===== config.mk =====
export PLATFORM = sky130hd
export DESIGN_NAME = hcbp_ram
export DESIGN_NICKNAME = d
export VERILOG_FILES = /design/src/rtl/huffman_code_bit_packer_assert.svh /design/src/rtl/hcbp_ram.sv
export SDC_FILE = /design/constraint.sdc
export NUM_CORES = 1
export LEC_CHECK = 0
export BUFFER_PORTS_ARGS = -buffer_cell sky130_fd_sc_hd__buf_2
export CORE_ASPECT_RATIO = 0.75
export CORE_MARGIN = 2
export CORE_UTILIZATION = 60
export DETAILED_ROUTE_END_ITERATION = 10
export MAX_ROUTING_LAYER = met4
export PLACE_DENSITY_LB_ADDON = 0.08
export SETUP_SLACK_MARGIN = 0.02
export SLEW_MARGIN = 10
export SYNTH_ARGS = -nofsm -noshare
export SYNTH_HDL_FRONTEND = slang
export SYNTH_SLANG_ARGS = --single-unit

===== constraint.sdc =====
create_clock -name clk -period 2.2 [get_ports clk]
set_clock_uncertainty 0.1 [all_clocks]
set_input_delay 0.33 -clock clk [delete_from_list [all_inputs] [get_ports clk]]
set_output_delay 0.33 -clock clk [all_outputs]
set_load 0.02 [all_outputs]

===== src/rtl/huffman_code_bit_packer_assert.svh =====
// ----------------------------------------------------------------------------
// Assertion macros for the code bit packer.
// ----------------------------------------------------------------------------
`ifndef HUFFMAN_CODE_BIT_PACKER_ASSERT_SVH
`define HUFFMAN_CODE_BIT_PACKER_ASSERT_SVH

// The consequent must hold in the same cycle as the antecedent.
`define HCBP_ASSERT_SAME(label, clk, rst_n, ante, cons, msg) \
    label: assert property (@(posedge clk) disable iff (!rst_n) (ante) |-> (cons)) \
        else $error(msg);

// The consequent must hold in the cycle after the antecedent.
`define HCBP_ASSERT_NEXT(label, clk, rst_n, ante, cons, msg) \
    label: assert property (@(posedge clk) disable iff (!rst_n) (ante) |=> (cons)) \
        else $error(msg);

`endif


===== src/rtl/hcbp_ram.sv =====
// ----------------------------------------------------------------------------
// hcbp_ram
// Simple dual-port RAM: one write port, one read port with registered data.
// ----------------------------------------------------------------------------
module hcbp_ram #(
    parameter int WIDTH = 8,
    parameter int DEPTH = 16
) (
    input  logic                     clk,
    input  logic                     we,
    input  logic [$clog2(DEPTH)-1:0] waddr,
    input  logic [WIDTH-1:0]         wdata,
    input  logic                     re,
    input  logic [$clog2(DEPTH)-1:0] raddr,
    output logic [WIDTH-1:0]         rdata
);

    logic [WIDTH-1:0] mem [DEPTH];
    logic [WIDTH-1:0] rdata_reg;

    // Write port and registered read port.
    always_ff @(posedge clk)
    begin
        if (we)
        begin
            mem[waddr] <= wdata;
        end
        if (re)
        begin
            rdata_reg <= mem[raddr];
        end
    end

    assign rdata = rdata_reg;

endmodule


==> impl_metrics.py, run 1 <==
metrics = {
    "timing": {
        "tns_ps": 0,
        "period_share_pct": 71.8,
        "hold_viol_final": 0,
        "tightest_slew_ps": 396,
        "relSlewSlack_pct": 73.6,
        "setup_viol": 0,
        "period_minus_slack_ps": 1580,
        "drv_slew": 0,
        "rsz0062_at_grt": "false",
        "max_freq_mhz": 633,
    },
    "clocking": {
        "root_buffer": "clkbuf_16",
        "cts_resized": 0,
        "clkLatencyLatePin_ps": 400,
        "clk_pin_slew_ps": 60,
        "cts_max_level": 4,
        "clock_sinks": 136,
        "cts-hold-fix-buffers": 0,
        "cts_tree": "done",
        "cts_setup_buffers": 0,
        "cts_buffers": 17,
        "clk_path_buf_depth": 2,
    },
    "critical_path": {
        "startpoint_type": "register",
        "crit_path_cell_trace": "mux4_2 -> a22oi_1 -> nand2_1",
        "crit_arrival_ps": 1610,
        "cp.required_ps": 2230,
        "reg2reg_depth": 3,
        "timing.rr.end": "rdata[6]",
        "crit_slowest_cell": "mux4_2",
        "path_buf_inv": 0,
        "critPathTopFamily": "multiplexers",
        "r2r-start": "mem[0][6]",
        "slowest_delay_ps": 460,
        "ff2ff_setup_slack_ps": 620,
        "criticalPathCategory": "register to register",
        "path_max_fanout": 1,
        "endpoint_kind": "register",
    },
    "floorplan": {
        "dieWidth_um": 112,
        "dieArea_sq_um": 9480,
        "start_util_pct": 61.8,
        "die_h_um": 84.8,
        "io_pins": 27,
        "core-area_sq_um": 8450,
        "rows": 29,
    },
    "grt": {
        "grt_pass1_wl_mm": 15.4,
        "globalRouteTotalUtil_pct": 24.0,
        "antenna_found_initial": 0,
        "gr-total-overflow": 0,
        "grt_pass1_vias": 2527,
        "grt_max_degree": 33,
    },
    "placed_design": {
        "dp_hpwl_mm": 6.08,
        "place.gp.congestion": 0.723,
        "io_buffers": 26,
        "dp_cells": 375,
    },
    "hold_path": {
        "worstHoldStart": "re",
        "hp-class": "input pin to register",
        "holdPathEnd": "rdata[7]",
        "hold_depth": 1,
    },
    "outcome": {
        "run_status": "finished clean",
    },
    "pwr": {
        "ir_worst_vdd_mv": 0.602,
        "p_leak_nw": 2.13,
        "p_per_area_nw_per_um2": 981,
    },
    "synth": {
        "yosysTopAreaCell": "edfxtp_1",
        "ys_warn_count": 0,
        "syn-num-nets": 248,
        "synth-compound-area-share_pct": 2.30,
        "synth_top_family_by_area": "multiplexers",
        "post_synth.cell_area_avg_sq_um": 22.8,
        "muxShareOfSynthArea_pct": 14.8,
        "synth_fa_ha_area_share_pct": 0,
        "synth_top_area_share_pct": 78.1,
        "synthSimpleGateAreaFrac_pct": 3.14,
        "synth-seq-cells": 136,
        "synth_xor_area_share_pct": 0,
        "ys_seq_area_share_pct": 78.1,
        "ys_top_cells_by_area": "edfxtp_1, mux4_2, mux4_1",
        "netlist_area_sq_um": 5230,
        "yosysUniqueCellTypes": 18,
        "syn_inst": 229,
    },
    "detailed_routing": {
        "wl_met2_mm": 4.70,
        "dr.first_iter.drc_count": 287,
        "num_vias": 2532,
        "routed.top_layer": "met4",
        "wl_per_cell_um": 24.4,
        "avgViaCountPerCell": 6.22,
        "wl_mm": 9.93,
        "wl_met1_mm": 4.49,
        "antenna_left": 0,
        "drc_errors": 0,
        "drt_pass1_iterations": 4,
        "wl_met3_um": 634,
    },
    "final_layout": {
        "ff_latch_area_sq_um": 4080,
        "multi_input_area_sq_um": 1060,
        "fin_nets": 305,
        "area_growth_syn_to_layout_pct": 19.2,
        "antenna_cells": 0,
        "fillers": 471,
        "largest_register_ffs": 128,
        "layout.cells.non_filler": 407,
        "layout-drive-gt1-share_pct": 32.4,
    },
    "flow_run": {
        "drv_cap": 0,
    },
}
area by class of cell:
cell class	instances	share of cell area, %
Sequential cell	136	65.5
Multi-Input combinational cell	83	17.0
Clock buffer	19	6.94
Timing Repair Buffer	48	5.54
Clock inverter	13	2.87
Tap cell	108	2.17
Yosys cell counts:
library cell	n
and2b_1	1
buf_4	1
and2_1	1
buf_2	3
edfxtp_1	136
nand3_1	1
clkdlybuf4s25_2	3
nor3_1	4
nor2b_1	1
nor2_1	13
or3b_2	1
mux4_1	14
nand2b_1	2
nand3b_1	2
buf_6	3
nand2_1	9
a22oi_1	16
mux4_2	18
worst register-to-register path, stage by stage, from the launching register on:
cell and delay [ps]:
edfxtp_1 370, mux4_2 460, a22oi_1 240, nand2_1 140
metrics by stage:
step	hold WS [ps]	util (%)	area, sq um	total power [mW]	setup WS, ps
after floorplan	329	-	5230	3.15	277
after global placement	605	66.5	5620	3.27	179
after detailed placement	608	66.5	5620	3.28	194
after CTS	186	73.7	6230	6.16	603
after global routing	184	73.7	6230	6.33	531
final	199	73.7	6230	6.11	619
worst max path at each step:
| stage | startpoint | end | slack (ps) | depth (start not counted) |
|---|---|---|---|---|
| CTS | mem[5][1] | rdata[1] | 600 | 3 |
| detailed placement | raddr[0] | rdata[2] | 190 | 5 |
| floorplan | waddr[2] | mem[0][0] | 280 | 2 |
| global route | mem[7][6] | rdata[6] | 530 | 3 |
| finish | mem[0][6] | rdata[6] | 620 | 3 |
| global placement | raddr[0] | rdata[2] | 180 | 5 |
power by group:
group          switching, mW  internal (mW)
Clock                  0.997           1.89
Sequential            0.0157           2.92
Combinational          0.169          0.123
Total                   1.18           4.93
metal layers:
metal | global-route usage (%) | vias to the layer above
met5 | - | -
met4 | 6.96 | 0
met3 | 6.93 | 10
met2 | 33.0 | 101
met1 | 36.1 | 1321
li1 | - | 1100
cells in the final DEF (no fill, tap or decap):
cell type and count:
a22oi_1 16, clkbuf_1 2, nor2b_1 1, and2b_1 1
mux4_1 14, clkinv_4 1, nor3_1 4, nand2_1 9
buf_4 18, nand2b_1 2, or3b_2 1, edfxtp_1 136
bufinv_16 4, mux4_2 18, buf_12 4, nand3b_1 2
clkinv_2 4, buf_2 26, clkinvlp_4 4, nor2_1 13
clkbuf_16 17, nand3_1 1, and2_1 1
cells by family after synthesis:
kind of cell / Yosys count
DFF: 136
and+or+nand+nor: 35
muxes: 32
AOI/OAI and AO/OA: 16
buffers and inverters: 10
No activity file was read; power rests on OpenSTA's default activity.
==> inputs of run 2 (changes only) <==
Clock period 2.2 ns to 1.55 ns, I/O delays scaled along.
==> impl_metrics.py, run 2 (synthesis results as in run 1) <==
metrics = {
    "final_layout": {
        "layout-drive-gt1-share_pct": 40.9,
        "area_growth_syn_to_layout_pct": 19.2,
        "final_cell_mix": "edfxtp_1, mux4_2, buf_2, buf_4, clkbuf_16",
        "antenna_cells": 0,
        "mostFrequentLayoutCell": "edfxtp_1",
        "fillers": 477,
        "fin_nets": 309,
        "largest_register_ffs": 128,
    },
    "critical_path": {
        "crit_path_cell_trace": "mux4_2 -> a22oi_2 -> nand2_1",
        "critPathTopFamily": "multiplexers",
        "slowest_delay_ps": 510,
        "crit_arrival_ps": 1570,
        "crit_slowest_cell": "mux4_2",
        "ff2ff_setup_slack_ps": 40,
        "endpoint_kind": "register",
        "criticalPathCategory": "register to register",
        "path_max_fanout": 1,
        "path_buf_inv": 0,
        "cp.required_ps": 1610,
        "startpoint_type": "register",
    },
    "floorplan": {
        "rows": 29,
        "start_util_pct": 61.8,
        "die_h_um": 84.8,
        "dieWidth_um": 112,
        "core-area_sq_um": 8450,
        "dieArea_sq_um": 9480,
        "io_pins": 27,
    },
    "timing": {
        "rsz0062_at_grt": "true",
        "period_minus_slack_ps": 1510,
        "hold_viol_final": 0,
        "setup_viol": 0,
        "relSlewSlack_pct": 43.3,
        "period_share_pct": 97.5,
        "tightest_slew_ps": 847,
        "max_freq_mhz": 662,
        "drv_slew": 0,
        "final.setup.worst_slack_ps": 39.2,
    },
    "detailed_routing": {
        "antenna_left": 0,
        "wl_per_cell_um": 24.4,
        "num_vias": 2539,
        "wl_mm": 10.0,
        "drt_pass1_iterations": 4,
        "dr.first_iter.drc_count": 244,
        "avgViaCountPerCell": 6.18,
        "drc_errors": 0,
    },
    "placed_design": {
        "dp_worst_setup_slack_ps": -315,
        "place.gp.congestion": 0.774,
        "io_buffers": 26,
        "dp_hpwl_mm": 6.24,
    },
    "clocking": {
        "cts_buffers": 17,
        "cts_setup_buffers": 0,
        "clock_sinks": 136,
        "clk_pin_slew_ps": 60,
        "cts_tree": "done",
        "clkLatencyLatePin_ps": 410,
        "root_buffer": "clkbuf_16",
        "clk_path_buf_depth": 2,
        "cts_max_level": 4,
        "cts-hold-fix-buffers": 0,
    },
    "grt": {
        "grt_max_degree": 18,
        "grt_pass1_wl_mm": 15.3,
        "gr-total-overflow": 0,
        "antenna_found_initial": 0,
        "grt_pass1_vias": 2554,
        "globalRouteTotalUtil_pct": 24.0,
    },
    "outcome": {
        "run_status": "finished clean",
    },
    "pwr": {
        "p_per_area_nw_per_um2": 1370,
        "p_leak_nw": 2.09,
        "ir_worst_vdd_mv": 1.23,
        "power_mw": 8.54,
    },
    "hold_path": {
        "hp-class": "input pin to register",
    },
    "flow_run": {
        "drv_cap": 0,
    },
}
-- run 2: cell count changes in the layout (fill, tap and decap cells not counted), sizes merged --
cell      before  now
buf           48   52
clkinv         5    8
bufinv         4    3
clkbuf        19   18
clkinvlp       4    3
-- run 2: worst reg2reg max path: stages, from the launching register on --
cell and delay (ps):
edfxtp_1 400, mux4_2 510, a22oi_2 190, nand2_1 70
-- run 2: area by class of cell --
class                           instances  area (sq um)  area share [%]
Clock buffer                           18           429            6.89
Sequential cell                       136          4080            65.5
Tap cell                              108           135            2.17
Multi-Input combinational cell         83          1060            17.1
Timing Repair Buffer                   52           363            5.82
Clock inverter                         14           158            2.53
-- run 2: timing repair --
item                       4_1_cts  5_1_grt
cloned                           0        0
setup endpoints to repair        5        8
resized for setup                5        5
pin swaps                        0        2
-- run 2: path summary, 6_finish.rpt --
check | cells past startpoint | to | start
worst min-delay path | 1 | rdata[3] | re
worst max-delay path | 3 | rdata[5] | mem[2][5]
worst min register to register | 3 | rdata[5] | mem[10][5]
worst max register to register | 3 | rdata[5] | mem[2][5]
-- run 2: metrics by stage --
stage          area (sq um)  setup TNS, ps  utilization [%]  std cells  hold WS [ps]
6_report               6230              0             73.7        411          92.1
5_1_grt                6230          -3.06             73.7        411          76.7
4_1_cts                6210              0             73.4        411          73.4
3_5_place_dp           5600          -4030             66.2        379           505
3_3_place_gp           5600          -3840             66.2        379           505
2_1_floorplan          5220          -1420                -        229           231
-- run 2: power breakdown --
part	switching, mW	internal (mW)	total, mW
logic	0.263	0.190	0.453
clock network	1.41	2.50	3.92
registers	0.0212	4.15	4.17
total	1.70	6.84	8.54
-- run 2: per-layer routing --
metal,wire [um],up-vias,share of wire (%),global-route usage (%)
met5,0,-,0,-
met4,101,0,1.0,7.86
met3,900,10,9.0,8.36
met2,4430,118,44,32.2
met1,4610,1319,46,35.3
li1,-,1092,-,-
==> inputs of run 3 (changes only) <==
--- a/config.mk
+++ b/config.mk
@@ -14,3 +14,3 @@
 export PLACE_DENSITY_LB_ADDON = 0.08
-export SETUP_SLACK_MARGIN = 0.02
+export SETUP_SLACK_MARGIN = 0.4
 export SLEW_MARGIN = 10
--- a/constraint.sdc
+++ b/constraint.sdc
@@ -4,2 +4,2 @@
 set_output_delay 0.2325 -clock clk [all_outputs]
-set_load 0.02 [all_outputs]
+set_load 0.1 [all_outputs]
==> impl_metrics.py, run 3 (synthesis results as in run 1) <==
metrics = {
    "final_layout": {
        "layout-drive-gt1-share_pct": 46.5,
        "mostFrequentLayoutCell": "edfxtp_1",
        "fin_nets": 305,
        "ff_latch_area_sq_um": 4080,
        "final_cell_mix": "edfxtp_1, mux4_2, buf_2, clkbuf_16, nor2_4",
        "multi_input_area_sq_um": 1210,
        "largest_register_ffs": 128,
        "utilization_pct": 77.0,
        "antenna_cells": 0,
        "fillers": 434,
        "area_growth_syn_to_layout_pct": 24.5,
    },
    "clocking": {
        "clk_pin_slew_ps": 60,
        "clkLatencyLatePin_ps": 410,
        "clk_path_buf_depth": 2,
        "cts_tree": "done",
        "root_buffer": "clkbuf_16",
        "clock_sinks": 136,
        "cts_max_level": 4,
        "cts_buffers": 17,
        "cts_setup_buffers": 0,
    },
    "pwr": {
        "p_leak_nw": 2.12,
        "p_per_area_nw_per_um2": 1360,
        "ir_worst_vdd_mv": 1.12,
    },
    "floorplan": {
        "core-area_sq_um": 8450,
        "dieWidth_um": 112,
        "dieArea_sq_um": 9480,
        "die_h_um": 84.8,
        "rows": 29,
        "io_pins": 27,
        "start_util_pct": 61.8,
    },
    "critical_path": {
        "path_max_fanout": 1,
        "crit_arrival_ps": 1600,
        "startpoint_type": "register",
        "endpoint_kind": "register",
        "criticalPathCategory": "register to register",
        "crit_path_cell_trace": "mux4_2 -> a22oi_2 -> nand2_1",
        "critPathTopFamily": "multiplexers",
        "r2r-start": "mem[3][4]",
        "reg2reg_depth": 3,
        "crit_slowest_cell": "mux4_2",
        "slowest_delay_ps": 500,
        "worst-path-stages": 3,
        "startpoint": "mem[3][4]",
        "path_buf_inv": 0,
        "cp.required_ps": 1610,
    },
    "grt": {
        "grt_pass1_vias": 2734,
        "globalRouteTotalUtil_pct": 24.7,
        "grt_pass1_wl_mm": 15.7,
        "grt_max_degree": 17,
        "gr-total-overflow": 0,
        "antenna_found_initial": 0,
    },
    "detailed_routing": {
        "dr.first_iter.drc_count": 332,
        "drc_errors": 0,
        "avgViaCountPerCell": 6.13,
        "wl_met2_mm": 5.21,
        "wl_met3_um": 747,
        "drt_pass1_iterations": 4,
        "wl_mm": 10.2,
        "num_vias": 2493,
        "antenna_left": 0,
        "wl_per_cell_um": 25.1,
        "routed.top_layer": "met4",
        "wl_met1_mm": 4.17,
    },
    "timing": {
        "period_minus_slack_ps": 1540,
        "final.setup.worst_slack_ps": 9.85,
        "hold_viol_final": 0,
        "rsz0062_at_grt": "true",
        "max_freq_mhz": 649,
        "relSlewSlack_pct": 34.6,
        "period_share_pct": 99.4,
        "setup_viol": 0,
        "drv_slew": 0,
        "tightest_slew_ps": 978,
    },
    "flow_run": {
        "drv_cap": 0,
    },
    "hold_path": {
        "hold_depth": 1,
        "worstHoldStart": "re",
        "hp-class": "input pin to register",
    },
    "outcome": {
        "run_status": "finished clean",
    },
    "placed_design": {
        "place.gp.congestion": 0.786,
        "dp_hpwl_mm": 6.31,
        "dp_worst_setup_slack_ps": -360,
        "io_buffers": 26,
    },
}
[run 3: where the power goes]
group | leakage (nW) | internal (mW) | switching [mW]
logic | 0.606 | 0.229 | 0.384
clock network | 0.281 | 2.55 | 1.51
registers | 1.24 | 4.15 | 0.0308
[run 3: final timing paths]
path	slack (ps)	end
min reg2reg	660	rdata[7]
max reg2reg	10	rdata[4]
max	10	rdata[4]
min	90	rdata[6]
[run 3: worst reg2reg max path: stages, from the launching register on]
cell      delay, ps
edfxtp_1        410
mux4_2          500
a22oi_2         190
nand2_1          90
[run 3: metrics by stage]
| step | cells | TNS (ps) | instance area, sq um | total power [mW] | hold WS (ps) |
|---|---|---|---|---|---|
| after floorplan | 229 | 0 | 5360 | 4.62 | 231 |
| after detailed placement | 375 | -2320 | 5810 | 4.82 | 510 |
| after global placement | 375 | -2120 | 5810 | 4.80 | 507 |
| final | 407 | 0 | 6510 | 8.84 | 90.2 |
| after global routing | 407 | -5.90 | 6510 | 9.12 | 73.8 |
| after CTS | 407 | 0 | 6490 | 8.91 | 73.8 |
[run 3: area by class of cell]
cell class | instances | share of cell area [%]
Sequential cell | 136 | 62.7
Multi-Input combinational cell | 83 | 18.5
Timing Repair Buffer | 48 | 7.42
Clock buffer | 19 | 6.65
Clock inverter | 13 | 2.59
Tap cell | 108 | 2.08
[run 3: timing repair]
| item | in CTS | in global routing |
|---|---|---|
| pin swaps | 4 | 0 |
| gates cloned | 0 | 0 |
| endpoints found under the hold margin | 0 | 0 |
| setup endpoints to repair | 24 | 16 |
| resized for setup | 22 | 4 |
| hold buffers | 0 | 0 |
[run 3: routing by layer]
layer  GRT usage [%]  up-vias
li1                -     1093
met1            33.5     1292
met2            37.0      102
met3            8.29        6
met4            7.18        0
met5               -        -
